<file path="src/sv/pthc_pkg.sv">
// ----------------------------------------------------------------------------
// pthc_pkg: shared types, constants and arithmetic helpers
// Calibration record, item record, divider records and 32-bit wrap helpers.
// ----------------------------------------------------------------------------
package pthc_pkg;

	localparam int unsigned DIV_STEPS = 32;

	localparam logic [2:0] REG_CAL_T    = 3'd0;
	localparam logic [2:0] REG_CAL_PLO  = 3'd1;
	localparam logic [2:0] REG_CAL_PHI  = 3'd2;
	localparam logic [2:0] REG_CAL_MIX  = 3'd3;
	localparam logic [2:0] REG_CAL_HOFS = 3'd4;

	localparam logic [31:0] P_OFFSET  = 32'd64000;
	localparam logic [31:0] P_BASE    = 32'd1048576;
	localparam logic [31:0] P_SCALE   = 32'd3125;
	localparam logic [31:0] SIGN_BIT  = 32'h8000_0000;
	localparam logic [31:0] H_OFFSET  = 32'd76800;
	localparam logic [31:0] H_LIMIT   = 32'd419430400;
	localparam logic [31:0] H_C_OFS   = 32'd2097152;
	localparam logic [31:0] H_B_OFS   = 32'd32768;
	localparam logic [31:0] H_RND_A   = 32'd16384;
	localparam logic [31:0] H_RND_D   = 32'd8192;
	localparam logic [31:0] T_RND     = 32'd128;
	localparam logic [31:0] T_MIN     = -32'sd4000;
	localparam logic [31:0] T_MAX     = 32'sd8500;
	localparam logic [31:0] P_MAX     = 32'd131071;

	typedef struct packed {
		logic [31:0] t1, t2, t3;
		logic [31:0] p1, p2, p3, p4, p5, p6, p7, p8, p9;
		logic [31:0] h1, h2, h3, h4, h5, h6;
	} cal_t;

	typedef struct packed {
		logic [19:0] ap;
		logic [19:0] at;
		logic [15:0] ah;
	} item_t;

	typedef struct packed {
		logic [14:0] temp;
		logic [16:0] hum;
		logic        dz;
		logic        post;
	} div_side_t;

	typedef struct packed {
		logic [31:0] num;
		logic [31:0] den;
		div_side_t   side;
	} div_in_t;

	function automatic logic [31:0] sar(input logic [31:0] x, input int unsigned n);
		return $unsigned($signed(x) >>> n);
	endfunction

	function automatic logic [31:0] mul32(input logic [31:0] a, input logic [31:0] b);
		return a * b;
	endfunction

	function automatic logic [31:0] sx16(input logic [15:0] v);
		return {{16{v[15]}}, v};
	endfunction

	function automatic logic [31:0] sx8(input logic [7:0] v);
		return {{24{v[7]}}, v};
	endfunction

endpackage

</file>
<file path="src/sv/pthc_front.sv">
// ----------------------------------------------------------------------------
// pthc_front: calibration registers and input queue
// Holds the calibration words, unpacks their fields and buffers items.
// ----------------------------------------------------------------------------
module pthc_front (
	input  logic             clk,
	input  logic             arst_n,
	input  logic             cfg_we,
	input  logic [2:0]       cfg_index,
	input  logic [63:0]      cfg_data,
	input  logic             in_valid,
	output logic             in_ready,
	input  pthc_pkg::item_t  in_item,
	output logic             q_valid,
	input  logic             q_take,
	output pthc_pkg::item_t  q_item,
	output pthc_pkg::cal_t   cal
);
	import pthc_pkg::*;

	logic [47:0] cal_t_q;
	logic [63:0] cal_plo_q;
	logic [63:0] cal_phi_q;
	logic [55:0] cal_mix_q;
	logic [31:0] cal_hofs_q;

	item_t       buf_q [2];
	logic        wr_ptr_q;
	logic        rd_ptr_q;
	logic [1:0]  cnt_q;
	logic        push, pop;

	always_ff @(posedge clk or negedge arst_n) begin
		if (!arst_n) begin
			cal_t_q    <= '0;
			cal_plo_q  <= '0;
			cal_phi_q  <= '0;
			cal_mix_q  <= '0;
			cal_hofs_q <= '0;
		end else if (cfg_we) begin
			unique case (cfg_index)
				REG_CAL_T:    cal_t_q    <= cfg_data[47:0];
				REG_CAL_PLO:  cal_plo_q  <= cfg_data;
				REG_CAL_PHI:  cal_phi_q  <= cfg_data;
				REG_CAL_MIX:  cal_mix_q  <= cfg_data[55:0];
				REG_CAL_HOFS: cal_hofs_q <= cfg_data[31:0];
				default: ;
			endcase
		end
	end

	assign cal.t1 = {16'b0, cal_t_q[15:0]};
	assign cal.t2 = sx16(cal_t_q[31:16]);
	assign cal.t3 = sx16(cal_t_q[47:32]);
	assign cal.p1 = {16'b0, cal_plo_q[15:0]};
	assign cal.p2 = sx16(cal_plo_q[31:16]);
	assign cal.p3 = sx16(cal_plo_q[47:32]);
	assign cal.p4 = sx16(cal_plo_q[63:48]);
	assign cal.p5 = sx16(cal_phi_q[15:0]);
	assign cal.p6 = sx16(cal_phi_q[31:16]);
	assign cal.p7 = sx16(cal_phi_q[47:32]);
	assign cal.p8 = sx16(cal_phi_q[63:48]);
	assign cal.p9 = sx16(cal_mix_q[15:0]);
	assign cal.h1 = {24'b0, cal_mix_q[23:16]};
	assign cal.h2 = sx16(cal_mix_q[39:24]);
	assign cal.h3 = {24'b0, cal_mix_q[47:40]};
	assign cal.h6 = sx8(cal_mix_q[55:48]);
	assign cal.h4 = sx16(cal_hofs_q[15:0]);
	assign cal.h5 = sx16(cal_hofs_q[31:16]);

	// two-entry item queue
	assign in_ready = (cnt_q != 2'd2);
	assign q_valid  = (cnt_q != 2'd0);
	assign q_item   = buf_q[rd_ptr_q];
	assign push     = in_valid && in_ready;
	assign pop      = q_valid && q_take;

	always_ff @(posedge clk) begin
		if (push) begin
			buf_q[wr_ptr_q] <= in_item;
		end
	end

	always_ff @(posedge clk or negedge arst_n) begin
		if (!arst_n) begin
			wr_ptr_q <= 1'b0;
			rd_ptr_q <= 1'b0;
			cnt_q    <= 2'd0;
		end else begin
			if (push) begin
				wr_ptr_q <= ~wr_ptr_q;
			end
			if (pop) begin
				rd_ptr_q <= ~rd_ptr_q;
			end
			cnt_q <= cnt_q + {1'b0, push} - {1'b0, pop};
		end
	end

endmodule

</file>
<file path="config.mk">
export PLATFORM = sky130hd
export DESIGN_NAME = pthc_front
export DESIGN_NICKNAME = d
export VERILOG_FILES = /design/src/sv/pthc_pkg.sv /design/src/sv/pthc_front.sv
export SDC_FILE = /design/constraint.sdc
export NUM_CORES = 1
export LEC_CHECK = 0
export BUFFER_PORTS_ARGS = -buffer_cell sky130_fd_sc_hd__clkbuf_2
export CAP_MARGIN = 25
export CELL_PAD_IN_SITES_DETAIL_PLACEMENT = 1
export CELL_PAD_IN_SITES_GLOBAL_PLACEMENT = 2
export CORE_AREA = 3 3 299 301
export CTS_BUF_LIST = sky130_fd_sc_hd__clkbuf_16
export DETAILED_ROUTE_END_ITERATION = 8
export DIE_AREA = 0 0 302 304
export HOLD_SLACK_MARGIN = 0.15
export PLACE_DENSITY = 0.52
export SYNTH_ARGS = -nofsm -noshare
export SYNTH_HDL_FRONTEND = slang
export SYNTH_SLANG_ARGS = --single-unit
</file>
<file path="constraint.sdc">
create_clock -name clk -period 3.2 [get_ports clk]
set_input_delay 0.48 -clock clk [delete_from_list [all_inputs] [get_ports clk]]
set_output_delay 0.48 -clock clk [all_outputs]
set_load 0.01 [all_outputs]
</file>
==> results of run 1 <==
[power by group through the flow]
| stage | Combinational [mW] | Sequential [mW] | Clock [mW] |
|---|---|---|---|
| finish | 4.88 | 6.88 | 5.03 |
| global route | 5.28 | 7.06 | 5.48 |
| CTS | 5.02 | 6.91 | 5.30 |
| detailed placement | 4.92 | 6.99 | 0 |
| global placement | 4.93 | 6.92 | 0 |
| floorplan | 2.98 | 7.15 | 0 |
[state kept, by name (all words and copies together) (netlist names)]
name	flops
buf_q	112
cal_phi_q	64
cal_plo_q	64
cal_mix_q	56
cal_t_q	48
cal_hofs_q	32
cnt_q	2
rd_ptr_q	1
wr_ptr_q	1
[path summary, 6_finish.rpt]
check / startpoint / endpoint / slack, ns / cells past startpoint
min in group asynchronous: arst_n / cal_plo_q[6]$_DFFE_PN0P_ / 0.52 / 2
worst min-delay path: cfg_data[47] / cal_plo_q[47]$_DFFE_PN0P_ / 0.20 / 2
worst max-delay path: rd_ptr_q$_DFFE_PN0P_ / q_item[35] / 0.48 / 3
max in group asynchronous: arst_n / cal_mix_q[5]$_DFFE_PN0P_ / 1.73 / 4
worst min register to register: cal_hofs_q[4]$_DFFE_PN0P_ / cal_hofs_q[4]$_DFFE_PN0P_ / 0.49 / 1
worst max register to register: cnt_q[0]$_DFF_PN0_ / buf_q[0][34]$_DFFE_PP_ / 1.14 / 4
[logic make-up (layout without fill, tap and decap cells)]
group	Yosys count	after routing	share of synthesized area (%)
DFF	380	380	61.4
buffers and inverters	346	861	15.5
muxes	320	320	22.0
and+or+nand+nor	16	16	0.649
AOI/OAI and AO/OA	4	4	0.191
xor gates and xnor gates	3	3	0.160
adders and majority gates	1	1	0.0763
other	1	81	0.0229
[synth_stat cells (all sizes together) (2+ instances only)]
cell type / n
buf: 343
clkbuf: 3
dfrtp: 268
edfxtp: 112
mux2: 320
nand2: 3
nor2: 3
nor4bb: 2
xnor2: 3
[layer usage]
metal | vias up | GRT usage, %
met2 | 415 | 18.5
met4 | 0 | 2.64
met3 | 65 | 3.97
met1 | 5041 | 11.9
li1 | 4447 | -
met5 | - | 0
[repair_timing]
item / 4_1_cts / 5_1_grt
endpoints found under the setup margin: 0 / 0
hold endpoints to repair: 218 / 0
hold buffers: 72 / 0
[cell type report]
cell class / instances / share of cell area (%)
tap: 1155 / 6.70
sequential: 380 / 46.7
multi-input combinational: 424 / 19.2
clock buffer: 49 / 5.69
timing repair buffer: 777 / 20.6
antenna: 1 / 0.0116
clock inverter: 35 / 1.07
[through the flow]
step	cell area, sq um	worst slack (ns)	cells	hold slack [ns]	power [mW]
2_1_floorplan	16700	0.608	1150	0.184	10.1
3_3_place_gp	19400	0.996	2664	0.469	11.9
3_5_place_dp	19400	0.963	2664	0.484	11.9
4_1_cts	21600	0.413	2820	0.152	17.2
5_1_grt	21600	0.357	2820	0.165	17.8
6_report	21600	0.478	2821	0.204	16.8
==> qor.txt, run 1 <==
Max Cap Viol -> 0
postcts setup bufs -> 0
Sequential Power Share -> 41.0%
clock buffers created by TritonCTS -> 47
delay-heaviest family, CP -> flip-flops
vias -> 9968
chip width -> 302 microns
core area -> 86900 sq um
TritonCTS clock tree -> built
post-synthesis cell count -> 1071
CP required -> 2.72 ns
DPL Wire Length -> 36.7 mm
clock network fraction of total power -> 30.0%
Met1 Routed Length -> 19.5 mm
most frequent cells in the layout -> clkbuf_2, mux2_2, dfrtp_1
WL/cell -> 17.9 microns
Critical-path top delay cell -> dfrtp_2
Reg clk slew, reported paths -> 0.06 ns
remaining antenna violation count -> 0
final routed DRC violation total -> 0
first-pass GRT wire length -> 73.4 mm
Rows -> 108
Met2 Wirelength -> 25.3 mm
final core occ -> 24.8%
gr usage total -> 10.5%
final wirelength -> 50.5 mm
max layer used -> met4
Synth warnings -> 0
Storage cell area -> 10100 sq um
Most used DFF post-synth -> dfrtp_1
starting DRC count in detailed routing -> 318
Area growth, synth to finish -> 31.4%
Clock Sinks -> 380
# IOs -> 762
WP buf/inv -> 2
initial antenna violation count -> 0
RSZ-0062 raised after global routing -> no
filler instances -> 9750
Total Neg Setup Slack -> 0 ns
type of element launching the critical path -> register
initial core utilization -> 18.9%
outcome -> complete, no violations
vias in the first global route -> 10815
Hold Crit Class -> in -> reg
WS Path Type -> reg -> out
Leak -> 9.96 nW
Area contributors post-synth -> dfrtp_1, mux2_2, edfxtp_1
VDD IR max -> 0.000306 V
CTS max path bufs -> 3
Sw Pwr -> 5.44 mW
most common cell after layout, fill and taps aside -> clkbuf_2
worst skew pair latency -> 0.55 ns
minimum clock period after layout -> 2.72 ns
Distinct cells, synth -> 25
Async SR Flop Fraction -> 70.5%
Synth Cell Area -> 16400 sq um
area leader, netlist -> dfrtp_1
Slew @ Worst Pin -> 0.787 ns
area of the multi-input gates -> 4130 sq um
Die Y -> 304 microns
Final Setup Violations -> 0
Final Hold Viols -> 0
critical path cell sequence -> buf_12, mux2_2, clkbuf_2
Seq/Total Area, Yosys -> 61.4%
FF+latch count, synth -> 380
CTS resizes -> 0
Initial DRT Pass Iterations -> 4
largest net degree at the start of global routing -> 83
Die ar. -> 91800 sq um
Logic pwr share -> 29.1%
Worst Path Arrival -> 2.24 ns
fraction of layout cells with a size suffix above 1 -> 65.8%
Worst Path Max Fanout -> 31
DR WL met3 -> 4.72 mm
Final Max Slew Viols -> 0
Slew HR -> 47.6%
gp weighted congestion -> 0.733
clock root buffer -> clkbuf_16
Worst Setup End Kind -> output pin
Congestion Overflow GR -> 0
final clock skew -> 0.00847 ns
Sw Share -> 32.4%
P_int -> 11.4 mW
Post-synth EDFFs -> 112
CP max stage delay -> 0.84 ns
syn avg cell area -> 15.3 sq um
Tcrit/Tclk final -> 85.0%
Vias per Instance -> 3.53
Yosys top cell area share -> 40.9%
H-tree levels -> 2
PD cells -> 779 nW/um^2
Fmax achieved -> 0.367 GHz
Port Buf Inserts -> 681
nets@finish -> 1759
No activity file was read; power rests on OpenSTA's default activity.
==> run 2: changes to the inputs <==
--- a/config.mk
+++ b/config.mk
@@ -14,7 +14,7 @@
 export DETAILED_ROUTE_END_ITERATION = 8
 export DIE_AREA = 0 0 302 304
 export HOLD_SLACK_MARGIN = 0.15
-export PLACE_DENSITY = 0.52
+export PLACE_DENSITY = 0.54
 export SYNTH_ARGS = -nofsm -noshare
 export SYNTH_HDL_FRONTEND = slang
 export SYNTH_SLANG_ARGS = --single-unit
==> qor.txt, run 2 (synthesized netlist as in run 1, its figures left out) <==
outcome -> complete, no violations
vias -> 9962
clock buffers created by TritonCTS -> 47
Vias per Instance -> 3.53
CTS resizes -> 0
final routed DRC violation total -> 0
first-pass GRT wire length -> 72.8 mm
Final Max Slew Viols -> 0
core area -> 86900 sq um
Worst Setup End Kind -> output pin
final clock skew -> 0.00886 ns
CP startpoint -> rd_ptr_q$_DFFE_PN0P_
worst skew pair latency -> 0.56 ns
Congestion Overflow GR -> 0
Post-DP Area -> 19300 sq um
Final Hold Viols -> 0
P_int -> 11.3 mW
Port Buf Inserts -> 681
Sequential Power Share -> 41.0%
Fmax achieved -> 0.370 GHz
most flop-heavy register -> buf_q
TritonCTS clock tree -> built
filler instances -> 9741
most common cell after layout, fill and taps aside -> clkbuf_2
WS Path Type -> reg -> out
Leak -> 9.96 nW
area of the multi-input gates -> 4130 sq um
Reg-to-Reg End -> buf_q[0][54]$_DFFE_PP_
Slew HR -> 44.0%
clock root buffer -> clkbuf_16
nets@finish -> 1758
CTS Hold Buffers Added -> 74
Logic pwr share -> 28.8%
clock network fraction of total power -> 30.2%
H-tree levels -> 2
Rows -> 108
initial antenna violation count -> 1
Worst Path Arrival -> 2.22 ns
DPL Wire Length -> 36.2 mm
WL/cell -> 17.5 microns
Storage cell area -> 10100 sq um
Initial DRT Pass Iterations -> 4
Final Setup Violations -> 0
Sw Pwr -> 5.43 mW
# IOs -> 762
CP required -> 2.72 ns
WHS -> 0.209 ns
minimum clock period after layout -> 2.70 ns
Hold Crit Class -> in -> reg
Worst R2R Path Depth -> 4
top flop regs -> buf_q (112), cal_phi_q (64), cal_plo_q (64)
CTS max path bufs -> 3
vias in the first global route -> 10947
starting DRC count in detailed routing -> 278
final wirelength -> 49.5 mm
largest net degree at the start of global routing -> 66
Largest register FFs -> 112
VDD IR max -> 0.000348 V
Slew @ Worst Pin -> 0.840 ns
RSZ-0062 raised after global routing -> no
total power draw -> 16.8 mW
gp weighted congestion -> 0.732
pre-CTS setup slack -> 0.969 ns
Crit Reg-Reg Startpoint -> cnt_q[0]$_DFF_PN0_
Total Neg Setup Slack -> 0 ns
Worst Path Max Fanout -> 28
setup slack after layout -> 0.500 ns
Reg clk slew, reported paths -> 0.06 ns
initial core utilization -> 18.9%
chip width -> 302 microns
final instance area -> 21500 sq um
Tcrit/Tclk final -> 84.4%
Die ar. -> 91800 sq um
R2R setup slack -> 1.27 ns
Max Cap Viol -> 0
end point of the critical path -> q_item[47]
remaining antenna violation count -> 0
Area growth, synth to finish -> 31.2%
fraction of layout cells with a size suffix above 1 -> 65.7%
Sw Share -> 32.4%
type of element launching the critical path -> register
PD cells -> 780 nW/um^2
postcts setup bufs -> 0
most frequent cells in the layout -> clkbuf_2, mux2_2, dfrtp_1
Clock Sinks -> 380
gr usage total -> 10.3%
Die Y -> 304 microns
run 2: routing by layer:
layer / GRT usage [%] / wire (microns) / vias up
met1: 12.0 / 19500 / 5043
met3: 3.86 / 4530 / 65
met2: 17.8 / 24400 / 410
li1: - / - / 4444
met4: 2.60 / 1030 / 0
met5: 0 / 0 / -
run 2: final cells by class:
| cell class | instances | share of cell area [%] |
|---|---|---|
| Sequential cell | 380 | 46.8 |
| Clock buffer | 49 | 5.70 |
| Antenna cell | 1 | 0.0116 |
| Clock inverter | 37 | 1.12 |
| Multi-Input combinational cell | 424 | 19.2 |
| Tap cell | 1155 | 6.72 |
| Timing Repair Buffer | 776 | 20.4 |
run 2: worst min-delay path by stage:
| stage | slack, ns | cells past startpoint | endpoint | start |
|---|---|---|---|---|
| detailed placement | 0.49 | 1 | cal_mix_q[0]$_DFFE_PN0P_ | cal_mix_q[0]$_DFFE_PN0P_ |
| CTS | 0.15 | 2 | cal_hofs_q[17]$_DFFE_PN0P_ | cfg_data[17] |
| floorplan | 0.18 | 0 | cal_hofs_q[0]$_DFFE_PN0P_ | arst_n |
| finish | 0.21 | 2 | cal_mix_q[54]$_DFFE_PN0P_ | cfg_data[54] |
| global route | 0.18 | 2 | cal_mix_q[38]$_DFFE_PN0P_ | cfg_data[38] |
| global placement | 0.48 | 1 | cal_hofs_q[4]$_DFFE_PN0P_ | cal_hofs_q[4]$_DFFE_PN0P_ |
run 2: power groups by stage:
stage          Clock (mW)  Sequential (mW)  Combinational [mW]
5_1_grt              5.51             7.07                5.25
3_5_place_dp            0             6.99                4.88
3_3_place_gp            0             6.94                4.86
4_1_cts              5.34             6.91                4.97
6_report             5.06             6.88                4.83
2_1_floorplan           0             7.15                2.98
run 2: critical path, cell delays in order, from the launching register on:
cell	delay, ns
dfrtp_2	0.83
buf_4	0.32
mux2_2	0.37
clkbuf_2	0.13
run 2: through the flow:
stage | instances | util [%]
floorplan | 1150 | -
global route | 2821 | 24.8
CTS | 2821 | 24.8
global placement | 2661 | 22.2
finish | 2822 | 24.8
detailed placement | 2661 | 22.2
